[src/design/cupat_pkg.sv]
`default_nettype none

package cupat_pkg;

  localparam int TABLE_ENTRIES_DEF = 32;

  localparam int UID_W = 40;
  localparam int DIGIT_W = 4;
  localparam int PIN_W = 4 * DIGIT_W;
  localparam int STATUS_W = 3;
  localparam int ENTRY_IDX_W = 5;
  localparam int ENTRIES_USED_W = 6;

  localparam logic OP_VERIFY = 1'b0;
  localparam logic OP_REGISTER = 1'b1;

  localparam logic [STATUS_W-1:0] STATUS_GRANTED = 3'd0;
  localparam logic [STATUS_W-1:0] STATUS_DENIED = 3'd1;
  localparam logic [STATUS_W-1:0] STATUS_NOT_REGISTERED = 3'd2;
  localparam logic [STATUS_W-1:0] STATUS_REGISTERED = 3'd3;
  localparam logic [STATUS_W-1:0] STATUS_FULL = 3'd4;
  localparam logic [STATUS_W-1:0] STATUS_EXISTS = 3'd5;

  typedef struct packed {
    logic               opcode;
    logic [UID_W-1:0]   card_uid;
    logic [DIGIT_W-1:0] pin_digit_first;
    logic [DIGIT_W-1:0] pin_digit_second;
    logic [DIGIT_W-1:0] pin_digit_third;
    logic [DIGIT_W-1:0] pin_digit_fourth;
  } req_t;

  typedef struct packed {
    logic [STATUS_W-1:0]       status;
    logic [ENTRY_IDX_W-1:0]    entry_index;
    logic [ENTRIES_USED_W-1:0] entries_used;
  } rsp_t;

  typedef struct packed {
    logic [UID_W-1:0] uid;
    logic [PIN_W-1:0] pin;
  } entry_t;

  typedef struct packed {
    logic uid_hit;
    logic pin_eq;
  } cmp_t;

endpackage

`default_nettype wire

[src/design/cupat_table.sv]
`default_nettype none

module cupat_table #(
  parameter int TABLE_ENTRIES = cupat_pkg::TABLE_ENTRIES_DEF,
  localparam int IDX_W = (TABLE_ENTRIES > 1) ? $clog2(TABLE_ENTRIES) : 1
) (
  input  wire logic                clk,
  input  wire logic                wr_en,
  input  wire logic [IDX_W-1:0]    wr_addr,
  input  wire cupat_pkg::entry_t   wr_entry,
  input  wire logic                rd_en,
  input  wire logic [IDX_W-1:0]    rd_addr,
  input  wire cupat_pkg::entry_t   key,
  output cupat_pkg::cmp_t          cmp
);

  cupat_pkg::entry_t mem [TABLE_ENTRIES];
  cupat_pkg::entry_t rd_q_r;

  always_ff @(posedge clk) begin
    if (wr_en) begin
      mem[wr_addr] <= wr_entry;
    end
    if (rd_en) begin
      rd_q_r <= mem[rd_addr];
    end
  end

  // The registered entry is compared against the request key in the next cycle.
  assign cmp.uid_hit = (rd_q_r.uid == key.uid);
  assign cmp.pin_eq  = (rd_q_r.pin == key.pin);

endmodule

`default_nettype wire

[src/design/card_uid_pin_access_table_unit.sv]
`default_nettype none

// Card access table that stores up to TABLE_ENTRIES pairs of a 40-bit card UID and a
// four-digit PIN, and answers each register or verify request with one response.
// The table sits in a memory with one write and one read port, scanned one entry per
// cycle through one shared comparator. The scan stops at the first entry whose UID
// matches, or after the last stored entry when the UID is not found; a register
// request against a full table skips the scan. The block takes one request at a time
// and is ready again in the cycle in which the response appears. A finished response
// waits in an output register, and the next request can be accepted while it is still
// pending; the next response then waits until the pending one is taken.
module card_uid_pin_access_table_unit #(
  parameter int TABLE_ENTRIES = cupat_pkg::TABLE_ENTRIES_DEF
) (
  input  wire logic             clk,
  input  wire logic             rst_n,
  input  wire logic             in_valid,
  output logic                  in_ready,
  input  wire cupat_pkg::req_t  in_data,
  output logic                  out_valid,
  input  wire logic             out_ready,
  output cupat_pkg::rsp_t       out_data
);

  localparam int IDX_W = (TABLE_ENTRIES > 1) ? $clog2(TABLE_ENTRIES) : 1;
  localparam int CNT_W = $clog2(TABLE_ENTRIES + 1);

  typedef enum logic [1:0] {
    ST_IDLE,
    ST_SCAN,
    ST_DONE
  } state_t;

  state_t            state_r, state_nxt;
  cupat_pkg::req_t   req_r, req_nxt;
  logic [CNT_W-1:0]  count_r, count_nxt;
  logic [CNT_W-1:0]  rd_k_r, rd_k_nxt;
  logic              cmp_vld_r, cmp_vld_nxt;
  logic [IDX_W-1:0]  cmp_idx_r, cmp_idx_nxt;
  cupat_pkg::rsp_t   res_r, res_nxt;
  logic              out_valid_r, out_valid_nxt;
  cupat_pkg::rsp_t   out_data_r, out_data_nxt;

  logic              wr_en;
  logic              rd_en;
  logic              issue;
  logic              hit;
  cupat_pkg::entry_t key;
  cupat_pkg::cmp_t   cmp;

  assign key.uid = req_r.card_uid;
  assign key.pin = {req_r.pin_digit_first, req_r.pin_digit_second,
                    req_r.pin_digit_third, req_r.pin_digit_fourth};

  cupat_table #(
    .TABLE_ENTRIES(TABLE_ENTRIES)
  ) u_table (
    .clk     (clk),
    .wr_en   (wr_en),
    .wr_addr (count_r[IDX_W-1:0]),
    .wr_entry(key),
    .rd_en   (rd_en),
    .rd_addr (rd_k_r[IDX_W-1:0]),
    .key     (key),
    .cmp     (cmp)
  );

  assign in_ready  = (state_r == ST_IDLE);
  assign out_valid = out_valid_r;
  assign out_data  = out_data_r;

  assign issue = (rd_k_r < count_r);
  assign hit   = cmp_vld_r && cmp.uid_hit;

  always_comb begin
    state_nxt     = state_r;
    req_nxt       = req_r;
    count_nxt     = count_r;
    rd_k_nxt      = rd_k_r;
    cmp_vld_nxt   = cmp_vld_r;
    cmp_idx_nxt   = cmp_idx_r;
    res_nxt       = res_r;
    out_valid_nxt = out_valid_r;
    out_data_nxt  = out_data_r;
    wr_en         = 1'b0;
    rd_en         = 1'b0;

    if (out_valid_r && out_ready) begin
      out_valid_nxt = 1'b0;
    end

    case (state_r)
      ST_IDLE: begin
        if (in_valid) begin
          req_nxt     = in_data;
          rd_k_nxt    = '0;
          cmp_vld_nxt = 1'b0;
          if (in_data.opcode == cupat_pkg::OP_REGISTER &&
              count_r >= CNT_W'(TABLE_ENTRIES)) begin
            res_nxt.status      = cupat_pkg::STATUS_FULL;
            res_nxt.entry_index = '0;
            state_nxt           = ST_DONE;
          end else begin
            state_nxt = ST_SCAN;
          end
        end
      end
      ST_SCAN: begin
        rd_en       = issue;
        cmp_vld_nxt = issue;
        cmp_idx_nxt = rd_k_r[IDX_W-1:0];
        if (issue) begin
          rd_k_nxt = rd_k_r + CNT_W'(1);
        end
        if (hit) begin
          res_nxt.entry_index = cupat_pkg::ENTRY_IDX_W'(cmp_idx_r);
          if (req_r.opcode == cupat_pkg::OP_REGISTER) begin
            res_nxt.status = cupat_pkg::STATUS_EXISTS;
          end else if (cmp.pin_eq) begin
            res_nxt.status = cupat_pkg::STATUS_GRANTED;
          end else begin
            res_nxt.status = cupat_pkg::STATUS_DENIED;
          end
          state_nxt = ST_DONE;
        end else if (!issue) begin
          if (req_r.opcode == cupat_pkg::OP_REGISTER) begin
            wr_en               = 1'b1;
            count_nxt           = count_r + CNT_W'(1);
            res_nxt.status      = cupat_pkg::STATUS_REGISTERED;
            res_nxt.entry_index = cupat_pkg::ENTRY_IDX_W'(count_r);
          end else begin
            res_nxt.status      = cupat_pkg::STATUS_NOT_REGISTERED;
            res_nxt.entry_index = '0;
          end
          state_nxt = ST_DONE;
        end
      end
      ST_DONE: begin
        if (!out_valid_r || out_ready) begin
          out_data_nxt.status       = res_r.status;
          out_data_nxt.entry_index  = res_r.entry_index;
          out_data_nxt.entries_used = cupat_pkg::ENTRIES_USED_W'(count_r);
          out_valid_nxt             = 1'b1;
          state_nxt                 = ST_IDLE;
        end
      end
      default: begin
        state_nxt = ST_IDLE;
      end
    endcase
  end

  always_ff @(posedge clk) begin
    req_r      <= req_nxt;
    rd_k_r     <= rd_k_nxt;
    cmp_idx_r  <= cmp_idx_nxt;
    res_r      <= res_nxt;
    out_data_r <= out_data_nxt;
    if (!rst_n) begin
      state_r     <= ST_IDLE;
      count_r     <= '0;
      cmp_vld_r   <= 1'b0;
      out_valid_r <= 1'b0;
    end else begin
      state_r     <= state_nxt;
      count_r     <= count_nxt;
      cmp_vld_r   <= cmp_vld_nxt;
      out_valid_r <= out_valid_nxt;
    end
  end

endmodule

`default_nettype wire

[config.mk]
export PLATFORM = sky130hd
export DESIGN_NAME = card_uid_pin_access_table_unit
export DESIGN_NICKNAME = d
export VERILOG_FILES = /design/src/design/cupat_pkg.sv /design/src/design/cupat_table.sv /design/src/design/card_uid_pin_access_table_unit.sv
export SDC_FILE = /design/constraint.sdc
export NUM_CORES = 2
export LEC_CHECK = 0
export ABC_AREA = 1
export BUFFER_PORTS_ARGS = -buffer_cell sky130_fd_sc_hd__buf_2
export CAP_MARGIN = 5
export CELL_PAD_IN_SITES_DETAIL_PLACEMENT = 1
export CELL_PAD_IN_SITES_GLOBAL_PLACEMENT = 2
export CORE_ASPECT_RATIO = 1.1
export CORE_UTILIZATION = 47
export CTS_BUF_LIST = sky130_fd_sc_hd__clkbuf_8
export DETAILED_ROUTE_END_ITERATION = 8
export GPL_ROUTABILITY_DRIVEN = 0
export PLACE_DENSITY = 0.89
export SYNTH_ARGS = -nofsm -noshare
export SYNTH_HDL_FRONTEND = slang
export SYNTH_SLANG_ARGS = --single-unit
[constraint.sdc]
create_clock -name clk -period 8.75 [get_ports clk]
set_clock_uncertainty 0.2 [all_clocks]
set_input_delay 1.75 -clock clk [delete_from_list [all_inputs] [get_ports clk]]
set_output_delay 1.75 -clock clk [all_outputs]
set_load 0.01 [all_outputs]
After elaboration in Yosys (flattened, before gate mapping)
Memories as Yosys holds them, arrays and structs flattened. A register that Yosys moved wholly into a read port is not among the register bits.
Cells that the tools add are included.
- register bits after elaboration: 100
- bits in latches: 0
- bits in writable memories: 1792
- bits in read-only memories: 0
- input port bits: 61
- output and inout port bits: 16
- word-level logic and storage cells: 76
- memories kept: 1
- add/subtract/negate cells: 2
- multiply operators: 0
- div/mod/pow operators: 0
- magnitude comparators: 2
- equal/unequal tests: 9
- shifts and indexed selects: 0
- muxes and demuxes: 29
- bitwise operators: 2
- reductions and logical operators: 14
- memory list (name ; words ; bits a word ; rd ports ; clocked after memory_dff ; wr ports ; line ; RTL):
    u_table.mem ; 32 ; 56 ; 1 ; 1 ; 1 ; cupat_table.sv:17 ; cupat_pkg::entry_t mem [TABLE_ENTRIES];
- operator list (operator ; count):
    $eq A40 B40 Y1 ; 1
    $mux W8 ; 4
    $mux W6 ; 3
    $eq A16 B16 Y1 ; 1
    $pmux W8 S2 ; 1
    $add A6 B1 Y6 const B ; 2
    $mux W1 ; 12
    $pmux W6 S2 ; 1
    $mux W2 ; 5
    $reduce_and A4 Y1 ; 2
    $ge A6 B6 Y1 const B ; 1
    $lt A6 B6 Y1 ; 1
    $ne A2 B2 Y1 const B ; 3
    $pmux W2 S3 ; 1
    $reduce_and A2 Y1 ; 3
    $reduce_and A3 Y1 ; 2
    $logic_and A1 B1 Y1 ; 3
    $mux W3 ; 1
    $ne A3 B3 Y1 const B ; 1
    $eq A2 B1 Y1 const B ; 1
    $eq A2 B2 Y1 const B ; 1
    $logic_not A2 Y1 ; 1
    $ne A2 B1 Y1 const B ; 1
    $not A1 Y1 ; 2
    other kinds (4) ; 4

Depth between registers and ports, before layout
- word-level depth: 6
- gate-level depth with buffers: 13
- depth with buffers taken out: 13

Hierarchy
From an unflattened synthesis, not the netlist that was laid out.
- cells, all modules: 6524
- area, all modules: 78351.4 sq um
- by module, submodules not included (module ; instances ; cells an instance ; area an instance (sq um) ; sequential area each (sq um)):
    cupat_table ; 1 ; 6284 ; 74715.4 ; 55493.2
    card_uid_pin_access_table_unit ; 1 ; 240 ; 3636.0 ; 2902.8

Least setup slack after synthesis
No wires, ideal clock.
- kind: reg-to-reg
- start: register count_r[2]
- end: memory u_table.mem[25][0] (netlist name) (enable)
- library setup time: 0.539 ns
- arrival: 5.645 ns
- data required time: 8.011 ns
- setup slack: 2.366 ns
- stages on the path, launching flop included: 11
- path buffers: 2
- clock period less this slack: 6.384 ns
- path through: dfxtp_1 -> clkbuf_1 -> inv_1 -> ha_1 -> nand2_1 -> nor2_1 -> o21ai_1 -> a21oi_4 -> nand3_2 -> buf_2 -> nor3_1
- longest elaborated chain between the ends: 6
- RTL lines (element ; line ; RTL):
    start, declared ; card_uid_pin_access_table_unit.sv:36 ; logic [CNT_W-1:0] count_r, count_nxt;
    start signal, assigned ; card_uid_pin_access_table_unit.sv:166 ; count_r <= count_nxt;
    $lt A6 B6 Y1 ; card_uid_pin_access_table_unit.sv:72 ; assign issue = (rd_k_r < count_r);
    $mux W1 ; card_uid_pin_access_table_unit.sv:125 ; end else if (!issue) begin
    $mux W1 ; card_uid_pin_access_table_unit.sv:115 ; if (hit) begin
    $mux W1 ; card_uid_pin_access_table_unit.sv:92 ; case (state_r)
    $mux W1 ; cupat_table.sv:21 ; if (wr_en) begin
    $mux W1 (implied by the code) ; cupat_table.sv:22 ; mem[wr_addr] <= wr_entry;
    end, declared ; cupat_table.sv:17 ;
Parallel ways exist; a longest one is shown, timed or not.

Worst setup path after layout
- start: register req_r (netlist bit key[34])
- end: memory u_table.mem[7][49] (netlist name) (enable)
- longest elaborated chain between the ends: 6
- RTL lines (element ; line ; RTL):
    start, declared ; card_uid_pin_access_table_unit.sv:35 ; cupat_pkg::req_t req_r, req_nxt;
    start signal, assigned ; card_uid_pin_access_table_unit.sv:154 ; req_r <= req_nxt;
    $eq A40 B40 Y1 ; cupat_table.sv:30 ; assign cmp.uid_hit = (rd_q_r.uid == key.uid);
    $logic_and A1 B1 Y1 ; card_uid_pin_access_table_unit.sv:73 ; assign hit = cmp_vld_r && cmp.uid_hit;
    $mux W1 ; card_uid_pin_access_table_unit.sv:115 ;
    $mux W1 ; card_uid_pin_access_table_unit.sv:92 ;
    $mux W1 ; cupat_table.sv:21 ;
    $mux W1 (implied by the code) ; cupat_table.sv:22 ;
No other way between the ends.

==> out/results.txt <==
first-pass GRT wire length = 340 mm
H-tree levels = 5
root buf cell = clkbuf_8
fraction of power spent switching nets = 26.7%
detailed-route wire length = 234 mm
most frequent cells in the layout = edfxtp_1, nor2_1, o21ai_0
Yosys cell types = 36
power per cell area = 237 mW/mm²
die height = 424 µm
RSZ-0062 raised after global routing = no
Clock power frac = 35.9%
Slew @ Worst Pin = 1.23 ns
DP HPWL = 121 mm
pin count of the biggest net entering global routing = 200
post-placement cell count = 7527
post_cts resized = 0
I/O Buffers = 76
Crit Reg-Reg Endpoint = u_table.mem[7][49]
layout cell share with drive strength beyond 1 = 10.5%
Int Pwr = 14600 µW
CP required = 9.16 ns
Worst Hold Depth = 0
Final Slew Violations = 0
Max Root-Sink Buffers = 4
# setup viols final = 0
via count of the routed design = 49900
hold path start = res_r[12]
fin nets = 5806
Crit. Startpoint = key[34]
post-route insts no fill = 8052
area of the mapped netlist = 0.0760 mm²
Setup TNS Final = 0 ns
maximum clock rate = 185 MHz
TritonCTS clock tree = done
Avg Vias per Cell = 6.20
Reg-to-Reg Start = key[34]
Post-DRT Antenna Nets = 0
r2r worst-path depth = 11
area of the multi-input gates = 0.0154 mm²
most common cell after layout, fill and taps aside = edfxtp_1
row cnt = 154
First-pass DRT Iterations = 5
Overall Power = 19900 µW
Die ar. = 0.163 mm²
clk_lat worst skew = 1.04 ns
register area share after synthesis = 76.8%
top cell type's share of synthesized area = 76.6%
max_slew headroom = 17.8%
Area growth, synth to finish = 10.6%
die width = 385 µm
r2r setup slk = 3.34 ns
Setup crit start kind = flip-flop
crit path max fanout = 34
TritonCTS buffer count = 312
Sequential cell area = 0.0584 mm²
CTS sink count = 1948
Comb pwr share = 11.5%
Synthesized Nets = 5653
number of global-route vias before repair = 52400
Crit Path Class = reg -> reg
post-route minimum period = 5.41 ns
NetSw = 5320 µW
largest cells by area after synthesis = edfxtp_1, o21ai_0, nor2_1
fill count = 15800
hold_ws = 0.223 ns
initial antenna violation count = 11
leak pwr = 0.0273 µW
Ports = 77
flops & latches, synth = 1948
CP arrival = 5.83 ns
Reg power frac = 52.6%
average size of a mapped cell = 13.6 µm²
Gate Count Post-Synth = 5582
worst hold endpoint = out_data[12]
Worst-path clk slew = 0.06 ns
Total GRT Usage = 28.4%
grt ovf = 0
DRC violations left = 0
hold_buf cts = 0
final hold viol count = 0
fin crit share = 61.9%
area leader, netlist = edfxtp_1
setup bufs post-CTS = 0
core area = 0.160 mm²
Max Cap Viol = 0
Worst setup EP type = flip-flop
Synth warnings = 0
routed len/inst = 29.0 µm
drt initial violations = 5867
outcome = complete, no violations
Min-Delay Path Class = reg -> reg
Starting Density = 47.4%
peak supply drop = 185 µV
-- cell families (layout without fill, tap and decap cells) --
| family | after synthesis | in the layout | synth area share, % |
|---|---|---|---|
| other | 0 | 5 | 0 |
| AOI/OAI and AO/OA | 1483 | 1483 | 11.2 |
| DFF | 1948 | 1948 | 76.8 |
| and+or+nand+nor | 1579 | 1579 | 8.32 |
| adders and majority gates | 10 | 10 | 0.165 |
| buffers and inverters | 535 | 894 | 3.17 |
| xor gates and xnor gates | 27 | 27 | 0.311 |
-- how the worst max path moves through the flow --
stage / endpoint / slack [ns] / depth (start not counted)
global route: u_table.mem[7][49] / 3.15 / 11
finish: u_table.mem[7][49] / 3.34 / 11
floorplan: u_table.mem[25][0] / 2.37 / 10
global placement: u_table.mem[7][44] / 3.60 / 11
detailed placement: u_table.mem[7][42] / 3.35 / 11
CTS: u_table.mem[7][41] / 3.34 / 11
-- power by group through the flow --
stage | Clock [µW] | Sequential, µW | Combinational [µW]
floorplan | 0 | 10700 | 1350
global placement | 0 | 10700 | 2140
detailed placement | 0 | 10700 | 2240
CTS | 7280 | 10500 | 2270
global route | 7600 | 10500 | 2460
finish | 7170 | 10500 | 2290
-- cell usage after synthesis, drive strengths merged --
cell / number
a21oi: 19
o22ai: 272
nor4: 1
nand4: 65
ha: 10
nor3: 32
o211ai: 96
nand2: 353
o21ai: 965
buf: 189
nand3: 137
or2: 1
o221ai: 128
xnor2: 13
dfxtp: 10
inv: 150
o21a: 1
edfxtp: 1938
nor3b: 2
clkbuf: 191
a21boi: 1
nor2: 987
nand3b: 1
a31oi: 1
xor2: 14
clkinv: 5
-- area by class of cell --
| cell class | instances | area share, % |
|---|---|---|
| clock buffers | 320 | 5.24 |
| repair buffers | 219 | 1.86 |
| clock inverters | 200 | 1.24 |
| inverters | 155 | 0.738 |
| multi-input cells | 3099 | 18.3 |
| flip-flops and latches | 1948 | 69.5 |
| diodes | 5 | 0.0149 |
| well taps | 2106 | 3.13 |
-- registers in the layout (all words and copies together) (netlist names), 2 cells and up --
name,count
count_r,6
res_r,8
u_table.mem,1792
u_table.rd_q_r,56
cmp_idx_r,5
out_data,14
key,56
state_r,2
rd_k_r,6
-- critical path, cell delays in order, from the launching register on --
cell      delay, ns
edfxtp_1       1.06
inv_1          0.12
nand2_1        0.09
nand2_1        0.07
nand2_1        0.07
nor2_1         0.04
nand2_1        0.14
nor2_1         0.07
nand3_1        0.58
nand4_1        0.65
nor2_4         1.07
buf_4          0.76
-- metal layers --
metal	wire, µm	global-route usage [%]
met1	89900	36.9
met2	115000	46.9
met5	10	0
met4	8360	11.2
met3	20900	5.71
-- through the flow --
stage,cell area (µm²),worst slack (ns),util (%)
floorplan,76000,2.37,-
global route,84100,3.15,52.4
CTS,84000,3.34,52.4
global placement,78600,3.60,49.0
detailed placement,78600,3.35,49.0
finish,84100,3.34,52.4
Note: power is estimated with default switching activity, not from simulation.
